[config.mk]
export PLATFORM = sky130hd
export DESIGN_NAME = fir_cell
export DESIGN_NICKNAME = d
export VERILOG_FILES = /design/src/hw/rtl/fir_pkg.sv /design/src/hw/rtl/fir_cell.sv
export SDC_FILE = /design/constraint.sdc
export NUM_CORES = 1
export LEC_CHECK = 0
export ABC_AREA = 0
export BUFFER_PORTS_ARGS = -buffer_cell sky130_fd_sc_hd__buf_4
export CORE_MARGIN = 1.5
export CORE_UTILIZATION = 55
export CTS_CLUSTER_SIZE = 40
export DETAILED_ROUTE_END_ITERATION = 6
export PLACE_DENSITY = 0.74
export SYNTH_ARGS = -nofsm -noshare
export SYNTH_HDL_FRONTEND = slang
export SYNTH_SLANG_ARGS = --single-unit
[constraint.sdc]
create_clock -name clk -period 16.2 [get_ports clk]
set_input_delay 1.62 -clock clk [delete_from_list [all_inputs] [get_ports clk]]
set_output_delay 1.62 -clock clk [all_outputs]
set_load 0.05 [all_outputs]
[src/hw/rtl/fir_pkg.sv]
package fir_pkg;

	// Kernel and sample geometry
	localparam int TAPS     = 16;
	localparam int SAMPLE_W = 16;
	localparam int SUM_W    = 36;
	localparam int CNT_W    = 5;
	localparam int IDX_W    = 4;
	localparam int PROD_W   = 2 * SAMPLE_W;

	// Adder tree shape: leaves padded up to a power of two
	localparam int TREE_LEVELS = (TAPS > 1) ? $clog2(TAPS) : 1;
	localparam int LEAVES      = 1 << TREE_LEVELS;
	localparam int ACC_W       = PROD_W + TREE_LEVELS;

	// Item kinds
	localparam logic KIND_SAMPLE = 1'b0;
	localparam logic KIND_COEF   = 1'b1;

	// Tap count after reset
	localparam logic [CNT_W-1:0] TAP_COUNT_RST = CNT_W'(16);

	// Per-cell control
	typedef struct packed {
		logic load;     // sample transaction: shift history, capture product
		logic clear;    // start of sequence: history tap reads as zero
		logic coef_we;  // coefficient write to this cell
		logic tap_en;   // cell lies below the active tap count
	} fir_cell_ctl_t;

endpackage

[src/hw/rtl/fir_cell.sv]
module fir_cell import fir_pkg::*; (
	input  logic                       clk,
	input  logic                       arst_n,
	input  fir_cell_ctl_t              ctl,
	input  logic signed [SAMPLE_W-1:0] coef_in,
	input  logic signed [SAMPLE_W-1:0] tap_in,
	output logic signed [SAMPLE_W-1:0] samp_out,
	output logic signed [PROD_W-1:0]   prod_s1
);

	logic signed [SAMPLE_W-1:0] coef_q;
	logic signed [SAMPLE_W-1:0] samp_q;
	logic signed [SAMPLE_W-1:0] opnd;
	logic signed [PROD_W-1:0]   op_a;
	logic signed [PROD_W-1:0]   op_b;
	logic signed [PROD_W-1:0]   prod;

	// Operand for this tap; history before the sequence start is zero
	assign opnd = ctl.clear ? '0 : tap_in;

	// One multiplier per cell
	assign op_a = PROD_W'(coef_q);
	assign op_b = PROD_W'(opnd);
	assign prod = ctl.tap_en ? op_a * op_b : '0;

	// Coefficient and history tap
	always_ff @(posedge clk or negedge arst_n) begin
		if (!arst_n) begin
			coef_q <= '0;
			samp_q <= '0;
		end else begin
			if (ctl.coef_we) begin
				coef_q <= coef_in;
			end
			if (ctl.load) begin
				samp_q <= opnd;
			end
		end
	end

	// Product register
	always_ff @(posedge clk) begin
		if (ctl.load) begin
			prod_s1 <= prod;
		end
	end

	assign samp_out = samp_q;

endmodule

After elaboration in Yosys (flattened, before gate mapping)
Cells that the tools add are included.
{"block": "word_totals", "latch_bits": 0, "ff_bits": 64, "in_bits": 38, "word_cells": 5, "n_memories": 0, "mem_bits_ro": 0, "ram_bits": 0}
{"block": "op_classes", "n_div": 0, "n_eq_ne": 0, "shift": 0, "n_reduce_logical": 0, "muxes": 1, "n_mul": 1, "n_addsub": 0, "n_bitwise": 0, "order_cmp": 0}
{"op": "multiplier 16 x 16 -> 32 bit", "count": 1}
{"op": "two-way mux 16 bit", "count": 1}

Longest topological paths before layout
{"block": "logic_depth", "ltp_word": 2, "depth_mapped": 23, "mapped_depth_nobuf": 21}

Worst setup path before layout
OpenSTA, ideal clock, no wires.
{"block": "synth_path", "path_type": "input-to-reg", "startpoint": "input ctl[2] in the netlist's numbering", "endpoint": "register prod_s1[31], data pin", "required_time_ns": 15.930, "cell_stages": 21, "path_slack_ns": 8.668, "t_arrival_ns": 7.263, "cell_sequence": "clkbuf_1 nor2b_1 clkbuf_1 nand2_1 fa_1 fa_1 fa_1 inv_1 fa_1 fa_1 inv_1 fa_1 inv_1 ha_1 a211o_1 a221oi_2 o21ai_2 a41oi_4 o221a_2 mux2i_1 o211ai_1"}
{"block": "synth_via", "elab_chain_cells": 2}
{"item": "start: declaration", "line": "fir_cell.sv:4", "text": "input fir_cell_ctl_t ctl,"}
{"item": "two-way mux 16 bit", "line": "fir_cell.sv:19", "text": "assign opnd = ctl.clear ? '0 : tap_in;"}
{"item": "multiplier 16 x 16 -> 32 bit", "line": "fir_cell.sv:24", "text": "assign prod = ctl.tap_en ? op_a * op_b : '0;"}
{"item": "end signal: assignment", "line": "fir_cell.sv:44", "text": "prod_s1 <= prod;"}
{"item": "end: declaration", "line": "fir_cell.sv:8", "text": "output logic signed [PROD_W-1:0] prod_s1"}
No other way between the ends.
A chain may end at the register's enable or synchronous reset.

Worst setup path after layout
Ends and elaborated chain as after synthesis.

==> flow_summary.toml <==
[status]
status = "finished, final reports clean"

[worst_setup_path]
slowest_delay_ns = 0.86
crit_required_ns = 16.29
critPathArrivalTime_ns = 8.13
critPathMaxFanout = 17
cpMostUsedCell = "fa_1"
startpoint_type = "primary input"
cp_num_buf_inv = 6
cp_slowest_cell = "nor2b_1"
crit_type = "in2reg"
end_kind = "flop"
path_cells = "buf_4 -> nor2b_1 -> nand2_1 -> fa_1 -> inv_1 -> fa_1 -> inv_1 -> fa_1 -> inv_1 -> fa_1 -> fa_1 -> inv_1 -> fa_1 -> inv_1 -> ha_1 -> a211o_1 -> a221oi_2 -> o21ai_2 -> a41oi_4 -> o221a_2 -> mux2i_1 -> o211ai_1"
critPathTopFamily = "adder cells"

[synth]
synth-seq-cells = 64
synth.yosys.warnings = 0
syn_avg_cell_area_um2 = 9.99
synth_edf_count = 32
async_flop_share = 0.500
ys.flop_type = "edfxtp_1"
syn-cell-area_um2 = 12300
ys_seq_area_frac = 0.143
syn_nets = 1618
syn_inst = 1236
synth.distinct_cells = 47

[drt]
via_count = 8549
drt_iter0_markers = 462
drt-pass1-iter-count = 5
drcViolationCount = 0
wirelength_um = 27200
ant_nets = 0
wl_per_cell_um = 17.2
vias_per_cell = 5.39

[sta]
slew_violations = 0
setup_viol = 0
whs_ns = 0.509
period_share = 0.496
worstMarginPinSlew_ns = 1.15
relSlewSlack = 0.230
totalNegativeSetupSlack_ns = 0
fin_crit_ns = 8.04
max_freq_ghz = 0.124
hold_viol = 0
clock_skew_ns = 0.0151
rsz0062_at_grt = "false"

[floorplanning]
die-area_um2 = 23300
initial_core_util = 0.564
rows = 54
boundaryPins = 86
core-area_um2 = 21900
fp.dieH_um = 153
die_x_um = 153

[cells_and_area]
antennaDiodeCount = 0
final_cells = 1585
stdcell_area_um2 = 13600
drive_above_1_share = 0.120
synthToLayoutAreaGrowth_pct = 9.80
nets = 1682

[placement]
dpl_cell_area_um2 = 13300
port-buffer-count = 85
place_inst = 1569
detailed_place_hpwl_um = 21500
routabilityCongestion = 0.865

[power]
power.leakage_nw = 6.97
powerDensity_nw_per_um2 = 209
fin_total_pwr_mw = 2.84
peakVddDrop_mv = 0.311

[grt]
grt_pass1_wl_um = 45700
track_usage = 0.250
grt_max_degree = 49
grt_pass1_vias = 9331
antenna_found_initial = 0
overflow = 0

[clock_tree]
cts_buffer_depth = 2
clkTransAtPathRegs_ns = 0.07
tritoncts = "yes"
cts_max_level = 3
holdBufCountCts = 0
post_cts_resized = 0
cts_inserted_buffers = 9
cts_root_buf = "clkbuf_16"
clock_latency_ns = 0.36
post_cts_buffers = 0
cts.sinks = 64

[min_path]
hp-class = "reg2reg"

[job]
drv_cap = 0
==> cells in the final DEF (no fill, tap or decap), types with 10 or more instances in the layout <==
master,synthesis,final
buf_4,0,98
dfrtp_1,32,32
fa_1,262,262
ha_1,82,82
inv_1,289,289
a21oi_1,16,16
edfxtp_1,32,32
nor2b_1,16,16
nand2b_1,10,10
mux2_2,31,31
a21o_1,17,17
and2_1,143,143
nand2_1,136,136
clkbuf_16,0,10
xnor2_1,22,22
o21ai_0,12,12
nor2_1,21,21
==> where the power goes <==
| part | switching (mW) | internal (mW) | total (mW) |
|---|---|---|---|
| Sequential | 0.0357 | 0.264 | 0.299 |
| Clock | 0.0847 | 0.117 | 0.202 |
| Combinational | 1.33 | 1.00 | 2.33 |
==> through the flow <==
step	worst slack, ns	util
after global routing	7.77	0.619
final	8.16	0.619
after global placement	8.00	0.606
after floorplan	8.67	-
after detailed placement	7.81	0.606
after CTS	8.20	0.619
==> kinds of logic (layout without fill, tap and decap cells) <==
group                    after synthesis  after routing  synth area share
AND/OR/NAND/NOR                      347            347             0.144
flip-flops                            64             64             0.143
AO/OA/AOI/OAI                         80             80            0.0492
multiplexers                          38             38            0.0340
XOR/XNOR                              29             29            0.0206
buffers and inverters                334            403             0.102
adder cells (fa/ha/maj)              344            344             0.508
==> cell type report <==
class,instances,area (um2)
Sequential cell,64,1760
Multi-Input combinational cell,838,9330
Clock buffer,12,268
Clock inverter,4,25.0
Inverter,289,1080
Timing Repair Buffer,98,736
Fill cell,1851,8340
Tap cell,280,350
==> Yosys cell counts, types with 4 or more instances <==
cell type | n | area (um2)
a21o_1 | 17 | 128
nand2_1 | 136 | 510
mux2i_1 | 7 | 70.1
mux2_2 | 31 | 349
nand2b_1 | 10 | 62.6
inv_1 | 289 | 1080
ha_1 | 82 | 1030
nor2_1 | 21 | 78.8
dfrtp_1 | 32 | 801
o21ai_0 | 12 | 60.1
xor2_1 | 7 | 61.3
and3_1 | 7 | 43.8
o21a_1 | 4 | 30.0
fa_1 | 262 | 5250
nor2b_1 | 16 | 100
a21oi_1 | 16 | 80.1
clkbuf_1 | 44 | 165
edfxtp_1 | 32 | 961
xnor2_1 | 22 | 193
and2_1 | 143 | 895
==> metal layers <==
| layer | vias to the layer above | wire length [um] | track usage |
|---|---|---|---|
| met5 | - | 0 | 0 |
| met4 | 0 | 1020 | 0.105 |
| met3 | 62 | 1190 | 0.0338 |
| met2 | 227 | 14600 | 0.445 |
| met1 | 4443 | 10500 | 0.305 |
| li1 | 3817 | - | - |
==> worst paths after layout <==
path	start	end	slack [ns]	depth (start not counted)
min in group asynchronous	arst_n	samp_out[2]$_DFFE_PN0P_	1.20	1
setup / recovery	ctl[2]	prod_s1[31]$_SDFFCE_PN0P_	8.16	22
max in group asynchronous	arst_n	coef_q[8]$_DFFE_PN0P_	14.69	1
hold / removal	samp_out[13]$_DFFE_PN0P_	samp_out[13]$_DFFE_PN0P_	0.51	1
setup reg to reg	coef_q[7]$_DFFE_PN0P_	prod_s1[31]$_SDFFCE_PN0P_	9.69	20
hold reg to reg	samp_out[13]$_DFFE_PN0P_	samp_out[13]$_DFFE_PN0P_	0.51	1
==> sequential cells by signal, indices dropped and copies added (netlist names) <==
signal    flops
coef_q       16
prod_s1      32
samp_out     16
Power figures use the tool's default switching activity.
