File: src/hw/rtl/fir_pkg.sv
package fir_pkg;

	// Kernel and sample geometry
	localparam int TAPS     = 16;
	localparam int SAMPLE_W = 16;
	localparam int SUM_W    = 36;
	localparam int CNT_W    = 5;
	localparam int IDX_W    = 4;
	localparam int PROD_W   = 2 * SAMPLE_W;

	// Adder tree shape: leaves padded up to a power of two
	localparam int TREE_LEVELS = (TAPS > 1) ? $clog2(TAPS) : 1;
	localparam int LEAVES      = 1 << TREE_LEVELS;
	localparam int ACC_W       = PROD_W + TREE_LEVELS;

	// Item kinds
	localparam logic KIND_SAMPLE = 1'b0;
	localparam logic KIND_COEF   = 1'b1;

	// Tap count after reset
	localparam logic [CNT_W-1:0] TAP_COUNT_RST = CNT_W'(16);

	// Per-cell control
	typedef struct packed {
		logic load;     // sample transaction: shift history, capture product
		logic clear;    // start of sequence: history tap reads as zero
		logic coef_we;  // coefficient write to this cell
		logic tap_en;   // cell lies below the active tap count
	} fir_cell_ctl_t;

endpackage

File: src/hw/rtl/fir_add_tree.sv
module fir_add_tree import fir_pkg::*; (
	input  logic                     clk,
	input  logic                     arst_n,
	input  logic                     in_valid,
	output logic                     in_ready,
	input  logic signed [PROD_W-1:0] prod_s1 [TAPS],
	output logic                     out_valid,
	input  logic                     out_stall,
	output logic signed [ACC_W-1:0]  sum_out
);

	// node_sk[l] / vld_sk[l] sit in pipeline stage 2+l
	logic                    rdy    [TREE_LEVELS+1];
	logic                    vld_sk [TREE_LEVELS];
	logic signed [ACC_W-1:0] node_sk [TREE_LEVELS][LEAVES/2];
	logic signed [ACC_W-1:0] leaf   [LEAVES];

	// Leaves, zero padded
	for (genvar i = 0; i < LEAVES; i++) begin : g_leaf
		if (i < TAPS) begin : g_used
			assign leaf[i] = ACC_W'(prod_s1[i]);
		end else begin : g_pad
			assign leaf[i] = '0;
		end
	end

	assign rdy[TREE_LEVELS] = !out_stall;
	assign in_ready         = rdy[0];

	for (genvar l = 0; l < TREE_LEVELS; l++) begin : g_lvl
		logic src_v;

		if (l == 0) begin : g_src0
			assign src_v = in_valid;
		end else begin : g_srcn
			assign src_v = vld_sk[l-1];
		end

		// Level moves when empty or when the next level takes its content
		assign rdy[l] = !vld_sk[l] || rdy[l+1];

		always_ff @(posedge clk or negedge arst_n) begin
			if (!arst_n) begin
				vld_sk[l] <= 1'b0;
			end else if (rdy[l]) begin
				vld_sk[l] <= src_v;
			end
		end

		// Pairwise adds
		for (genvar i = 0; i < (LEAVES >> (l + 1)); i++) begin : g_node
			logic signed [ACC_W-1:0] a;
			logic signed [ACC_W-1:0] b;

			if (l == 0) begin : g_in0
				assign a = leaf[2*i];
				assign b = leaf[2*i+1];
			end else begin : g_inn
				assign a = node_sk[l-1][2*i];
				assign b = node_sk[l-1][2*i+1];
			end

			always_ff @(posedge clk) begin
				if (rdy[l] && src_v) begin
					node_sk[l][i] <= a + b;
				end
			end
		end
	end

	assign out_valid = vld_sk[TREE_LEVELS-1];
	assign sum_out   = node_sk[TREE_LEVELS-1][0];

endmodule

File: config.mk
export PLATFORM = sky130hd
export DESIGN_NAME = fir_add_tree
export DESIGN_NICKNAME = d
export VERILOG_FILES = /design/src/hw/rtl/fir_pkg.sv /design/src/hw/rtl/fir_add_tree.sv
export SDC_FILE = /design/constraint.sdc
export NUM_CORES = 1
export LEC_CHECK = 0
export BUFFER_PORTS_ARGS = -buffer_cell sky130_fd_sc_hd__buf_2
export CAP_MARGIN = 10
export CORE_MARGIN = 4
export CORE_UTILIZATION = 55
export DETAILED_ROUTE_END_ITERATION = 10
export PLACE_DENSITY_LB_ADDON = 0.15
export SLEW_MARGIN = 25
export SYNTH_ARGS = -nofsm -noshare
export SYNTH_HDL_FRONTEND = slang
export SYNTH_SLANG_ARGS = --single-unit
File: constraint.sdc
create_clock -name clk -period 9.7 [get_ports clk]
set_clock_uncertainty 0.1 [all_clocks]
set_input_delay 0.97 -clock clk [delete_from_list [all_inputs] [get_ports clk]]
set_output_delay 0.97 -clock clk [all_outputs]
set_load 0.02 [all_outputs]
Word-level counts from Yosys, hierarchy flattened:

Memory sizes are Yosys's and may differ from the RTL's.
Index checks and enable logic that the tools add are counted.
W data, S select, Z words.

* add/sub/neg operators: 15
* multiply operators: 0
* divide/modulo/power cells: 0
* magnitude comparators: 0
* equal/unequal tests: 0
* shift operators: 0
* multiplexer cells: 8
* bitwise gates (word level): 0
* reduce and logical (&&, ||, !) cells: 13

Operator list (number)
* $add A32 B32 Y33: 8
* $add A36 B36 Y36: 7
* $mux W1: 8
* $logic_not A1 Y1: 5
* $logic_and A1 B1 Y1: 4
* $logic_or A1 B1 Y1: 4

* register bits after elaboration: 4
* latch bits: 0
* RAM bits: 1152
* memory bits (read-only): 0
* bits of input ports: 516
* output and inout port bits: 38
* word-level logic and storage cells: 41
* memories: 1

Memory list
* node_sk: depth 4, bits a word 288, read ports 4, clocked after Yosys merged registers in 0, wr ports 4, RTL line fir_add_tree.sv:15 `logic signed [ACC_W-1:0] node_sk [TREE_LEVELS][LEAVES/2];`

Depth between registers and ports, before layout:

Gate-level depths: netlist of run 1.

* word-level depth: 8
* gate-level depth with buffers: 12

Least setup slack after synthesis of run 1:

No wires, ideal clock.

* path kind: input port to flip-flop
* from: input port out_stall
* to: memory node_sk[0][0] in the netlist's numbering (enable)
* arrival: 7.338 ns
* required time: 8.942 ns
* slack: 1.603 ns
* cell stages on the path: 4
* path buffers: 0
* path through: nand4_1 inv_1 nand2_1 and2_1

RTL lines
* from (decl): RTL line fir_add_tree.sv:8 `input logic out_stall,`
* to (decl): RTL line fir_add_tree.sv:15

==> impl_results.md, run 1 <==
* Crit path time final at 4.26 ns
* CTS tree: built
* Top FF cell, synth: edfxtp_1
* First-pass GRT wire length at 154000 µm
* Max_slew headroom at 0.309
* Yosys warns at 0
* Worst min-delay path class: in2async
* Vias/cell at 5.89
* Clk buf depth at 3
* Number of fill cells at 5871
* Initial Util at 0.556
* CP max-delay cell: o41ai_1
* Initial antenna violation count at 5
* Pwr Total at 11.4 mW
* Placed wire-length estimate at 82000 µm
* Final setup TNS at 0 ns
* Post-Syn Nets at 4762
* RSZ-0062 raised after global routing: no
* Area of the mapped netlist at 39000 µm²
* Async S/R FF share, synth at 0.00769
* Critical path launch point type: register
* IO buf count at 553
* Area of the die at 75300 µm²
* Commonest non-fill, non-tap cell in the layout: buf_2
* Status: completed
* Leakage at 19.8 nW
* Root Driver: clkbuf_16
* Post-CTS Setup Bufs at 0
* Post-CTS resize count at 0
* Peak VDD IR at 0.205 mV
* Fmax at 0.235 GHz
* Crit Path Class: reg2reg
* Final wirelength at 101000 µm
* DRT Pass-1 Iters at 5
* Worst-skew pair later-pin latency at 0.62 ns
* Seq/Total Area, Yosys at 0.400
* Via count at 31.1k
* Final Hold Viols at 0
* Maxcap violations at 0
* Avg Synthesized Cell Area at 10.4 µm²
* Rows at 97
* R2R Setup Slk at 5.44 ns
* TritonCTS buffer count at 56
* Critical Path Max Stage Delay at 0.74 ns
* Clock slew at the register clock pins of the worst setup and hold paths at 0.06 ns
* CTS H-tree depth at 2
* DRT antenna net count at 0
* DR iter-0 viols at 2467
* Final net count at 5328
* Core ar. at 70100 µm²
* #FFs+latches synth at 520
* Die H at 274 µm
* Worst-Margin Slew at 1.02 ns
* Critical path required time at 9.95 ns
* Critical path cell sequence: ha_1 -> fa_1 -> a21o_1 -> a21oi_1 -> nor2b_1 -> o41ai_1 -> o31ai_1 -> a221oi_1 -> a21oi_1 -> a41oi_1 -> o21ai_1 -> xor2_1
* GRT Util Overall at 0.256
* Worst Path Arrival at 4.51 ns
* Crit end category: register
* Max Slew Vio Count at 0
* Number of remaining DRC errors at 0
* Cts hold-fix bufs at 0
* Pin count of the biggest net entering global routing at 143
* Avg WL per Cell at 19.0 µm
* Total gr overflow at 0
* Die width at 274 µm
* Vias in the first global route at 29.1k
* Layout cells sized above 1 at 0.160
* Most frequent CP cell: a21oi_1
* Final Cycle Share at 0.439
* # setup viols final at 0
* Crit-path max FO at 5
* Top Ports at 554
* P&R area growth vs syn at 14.7%
* Commonest cells after routing, fill and taps aside: buf_2 (553), edfxtp_1 (516), ha_1 (493)
* Cell Pwr Density at 254 nW/µm²
* Cells after synthesis at 3738
* Post-synth cell types at 79
* CTS Sinks at 520
* Number of flops mapped to enable cells by yosys at 516
* Global placement routability congestion at 0.948
## worst max-delay path: cells and delay by family (launching register included)
family / cells / cell delay, ns
xor+xnor: 1 / 0.17
compound gates: 8 / 2.62
flops: 1 / 0.37
fa+ha+maj: 2 / 0.66
simple gates: 1 / 0.10
## stage by stage
step / hold slack [ns] / instances / util / instance area [µm²] / setup WS, ns
3_5_place_dp: 0.373 / 5185 / 0.611 / 42900 / 4.96
3_3_place_gp: 0.359 / 5185 / 0.611 / 42900 / 5.02
4_1_cts: 0.00628 / 5288 / 0.638 / 44800 / 5.55
5_1_grt: 0.0190 / 5290 / 0.638 / 44800 / 5.27
6_report: 0.0450 / 5291 / 0.638 / 44800 / 5.44
2_1_floorplan: 0.348 / 3738 / - / 39000 / 1.60
## path summary, 6_finish.rpt
path,cells past startpoint,end,from
worst max register to register,12,node_sk[1][284],node_sk[0][252]
max in group asynchronous,1,g_lvl[3].src_v,arst_n
worst max-delay path,12,node_sk[1][284],node_sk[0][252]
worst min register to register,1,g_lvl[3].src_v,g_lvl[2].src_v
min in group clk,1,g_lvl[3].src_v,g_lvl[2].src_v
worst min-delay path,1,out_valid,arst_n
## report_power, final
group          total, mW  internal, mW  switching [mW]
logic               5.39          2.21            3.18
registers           3.75          3.48           0.270
clock network       2.21          1.31           0.897
total               11.4          7.01            4.35
## flip-flops by register name (all words and copies together), names as in the netlist
register / cells
out_valid: 1
node_sk: 516
g_lvl.src_v: 3
## logic make-up (layout without fill, tap and decap cells)
| group | Yosys count | after routing | synth area share |
|---|---|---|---|
| other | 0 | 2 | 0 |
| XOR/XNOR | 433 | 433 | 0.0972 |
| flip-flops | 520 | 520 | 0.400 |
| AO/OA/AOI/OAI | 1328 | 1328 | 0.222 |
| adder cells (fa/ha/maj) | 508 | 508 | 0.166 |
| multiplexers | 7 | 7 | 0.00180 |
| AND/OR/NAND/NOR | 781 | 781 | 0.0982 |
| buffers and inverters | 161 | 772 | 0.0155 |
## Yosys cell counts, types with 33 or more instances
master / count / area (µm²)
o21ai_0: 186 / 931
edfxtp_1: 516 / 15500
ha_1: 493 / 6170
inv_1: 110 / 413
xnor2_1: 272 / 2380
o21a_1: 63 / 473
nand3_1: 72 / 360
nor2_1: 206 / 773
and3_1: 34 / 213
clkbuf_1: 50 / 188
nand2b_1: 51 / 319
a31oi_1: 59 / 369
nand2_1: 190 / 713
a21o_1: 289 / 2170
nor2b_1: 44 / 275
a21oi_1: 399 / 2000
a211oi_1: 33 / 248
nand4_1: 56 / 350
xor2_1: 161 / 1410
o21bai_1: 55 / 413
nor3_1: 44 / 220
## routing by layer
layer  vias to the layer above  wire, µm  global-route usage
li1                      15456         -                   -
met1                     14674     46500               0.371
met2                       880     46100               0.411
met3                       132      5800              0.0317
met4                         2      2130              0.0595
met5                         -        13                   0
## area by class of cell
class                      instances  area, µm²  area share
antenna                            2       5.00    0.000112
clock buffer                      64       1450      0.0324
clock inverter                    39        444     0.00992
inverter                         110        413     0.00922
multi-input combinational       3057      22900       0.510
sequential                       520      15600       0.348
tap                              940       1180      0.0263
timing repair buffer             559       2850      0.0635
Power figures use the tool's default switching activity.
==> run 2, diff against run 1 <==
CORE_UTILIZATION = 54   (was 55)
clock period = 3.62 ns   (was 9.7 ns; I/O delays follow)
==> impl_results.md, run 2 (synthesis gave the netlist of run 1 again) <==
* Reg-to-Reg Start: node_sk[1][258]
* First-pass GRT wire length at 161000 µm
* CP max-delay cell: edfxtp_1
* Worst-skew pair later-pin latency at 0.61 ns
* Final Cycle Share at 0.977
* Clock slew at the register clock pins of the worst setup and hold paths at 0.06 ns
* Number of remaining DRC errors at 0
* Initial Util at 0.545
* Status: completed
* Maxcap violations at 0
* Cell internal pwr at 19.8 mW
* Placed Area at 43900 µm²
* Placed wire-length estimate at 83700 µm
* CTS H-tree depth at 2
* Hold_ws at 0.0363 ns
* Commonest non-fill, non-tap cell in the layout: buf_2
* FF-to-FF End: node_sk[2][285]
* TritonCTS buffer count at 57
* Combinational share of power at 0.479
* Layout cells sized above 1 at 0.195
* CP endpoint: node_sk[2][285]
* Post-layout worst setup margin at 0.0822 ns
* Final Hold Viols at 0
* Worst-Margin Slew at 0.773 ns
* Clk buf depth at 3
* Crit path time final at 3.54 ns
* Avg WL per Cell at 19.0 µm
* Max_slew headroom at 0.484
* Crit-path max FO at 3
* Max Slew Vio Count at 0
* P&R area growth vs syn at 19.1%
* Commonest cells after routing, fill and taps aside: buf_2 (553), edfxtp_1 (516), ha_1 (490)
* Via count at 31.8k
* Rows at 98
* Worst min-delay path class: in2reg
* Peak VDD IR at 0.658 mV
* RSZ-0062 raised after global routing: yes
* IO buf count at 553
* Crit Path Class: reg2reg
* CTS Sinks at 520
* Crit end category: register
* Initial antenna violation count at 5
* Critical path cell sequence: ha_4 -> a21o_1 -> a21o_1 -> a221o_1 -> a31o_4 -> o31a_1 -> o311ai_2 -> buf_4 -> o2111ai_1 -> a311oi_1 -> o21bai_1 -> xor2_1
* Most frequent CP cell: a21o_1
* Switch Pwr at 12.1 mW
* Final net count at 5475
* Critical path required time at 3.87 ns
* Root Driver: clkbuf_16
* Pwr Total at 31.9 mW
* Layout Cells excl Fill at 5449
* DRT Pass-1 Iters at 7
* DP Worst Slack at -0.291 ns
* Vias/cell at 5.84
* # setup viols final at 0
* Placed Cells at 5321
* CTS tree: built
* Fmax at 0.283 GHz
* Clock power frac at 0.204
* FF-to-FF path depth at 12
* Total gr overflow at 0
* Non-Filler Cell Area, Final at 46500 µm²
* Die H at 277 µm
* Biggest register: node_sk
* Die width at 277 µm
* Pin count of the biggest net entering global routing at 55
* Global placement routability congestion at 0.918
* DR iter-0 viols at 2399
* GRT Util Overall at 0.257
* Cell Pwr Density at 685 nW/µm²
* Register share of total power at 0.317
* Vias in the first global route at 30.5k
* DRT antenna net count at 0
* CP Launch Point: node_sk[1][258]
* Leakage at 20.7 nW
* Critical Path Max Stage Delay at 0.42 ns
* Final wirelength at 104000 µm
* Worst Path Arrival at 3.78 ns
* Number of fill cells at 5894
* Top Ports at 554
* R2R Setup Slk at 0.08 ns
* Area of the die at 76700 µm²
* Critical path launch point type: register
* Max reg flops at 516
* Core ar. at 71600 µm²
* Switch share at 0.379
run 2: cell types whose count changed in the layout (fill, tap and decap cells not counted), moves of 5 or more:
cell,change
a21oi_1,-8
a21oi_2,+7
a31oi_1,-5
buf_12,+6
buf_4,+125
bufinv_16,+6
clkbuf_1,-5
clkinv_1,-5
dlygate4sd3_1,+15
o21ai_0,-5
run 2: what timing repair did:
action | 4_1_cts | 5_1_grt
hold buffers | 15 | 0
gates resized for setup | 4 | 50
buffers inserted | 0 | 5
endpoints found under the setup margin | 6 | 57
pin swaps | 2 | 14
hold endpoints to repair | 16 | 0
run 2: stage by stage:
step                      setup TNS, ns   util
final                                 0  0.649
after global routing            -0.0886  0.649
after CTS                             0  0.645
after detailed placement          -3.94  0.613
after global placement            -2.97  0.613
after floorplan                       0      -
run 2: metal layers:
layer  vias up  wire length [µm]  track usage
met2       821             47600        0.417
met4         0              1940       0.0521
li1      15747                 -            -
met1     15092             49000        0.378
met3       135              5060       0.0237
met5         -                 0            0
run 2: cell type report:
cell class | count | area [µm²] | area share
clock buffer | 61 | 1460 | 0.0314
inverter | 110 | 413 | 0.00888
timing repair buffer | 705 | 4040 | 0.0869
tap | 950 | 1190 | 0.0256
sequential | 520 | 15600 | 0.335
antenna | 2 | 5.00 | 0.000108
clock inverter | 44 | 641 | 0.0138
multi-input combinational | 3057 | 23200 | 0.498
run 2: worst min path at each step:
stage                            start               to  slack (ns)  cells after the start
final                     prod_s1[353]  node_sk[0][181]        0.04                      2
after global routing       prod_s1[32]    node_sk[0][0]        0.02                      2
after CTS                 prod_s1[385]  node_sk[0][217]       0.003                      2
after detailed placement        arst_n   g_lvl[1].src_v        0.07                      1
after global placement          arst_n        out_valid        0.07                      1
after floorplan                 arst_n   g_lvl[1].src_v       -0.03                      0
run 2: critical path: cells and delay by family (launching register included):
family / cells / cell delay, ns
AO/OA/AOI/OAI: 9 / 2.15
XOR/XNOR: 1 / 0.17
adder cells (fa/ha/maj): 1 / 0.27
buffers and inverters: 1 / 0.19
flip-flops: 1 / 0.42
run 2: power groups by stage:
stage | registers, mW | logic, mW | clock network, mW
2_1_floorplan | 10.1 | 10.3 | 0
3_3_place_gp | 10.2 | 14.5 | 0
3_5_place_dp | 10.2 | 14.6 | 0
4_1_cts | 10.1 | 14.8 | 6.62
5_1_grt | 10.2 | 16.8 | 6.85
6_report | 10.1 | 15.3 | 6.51
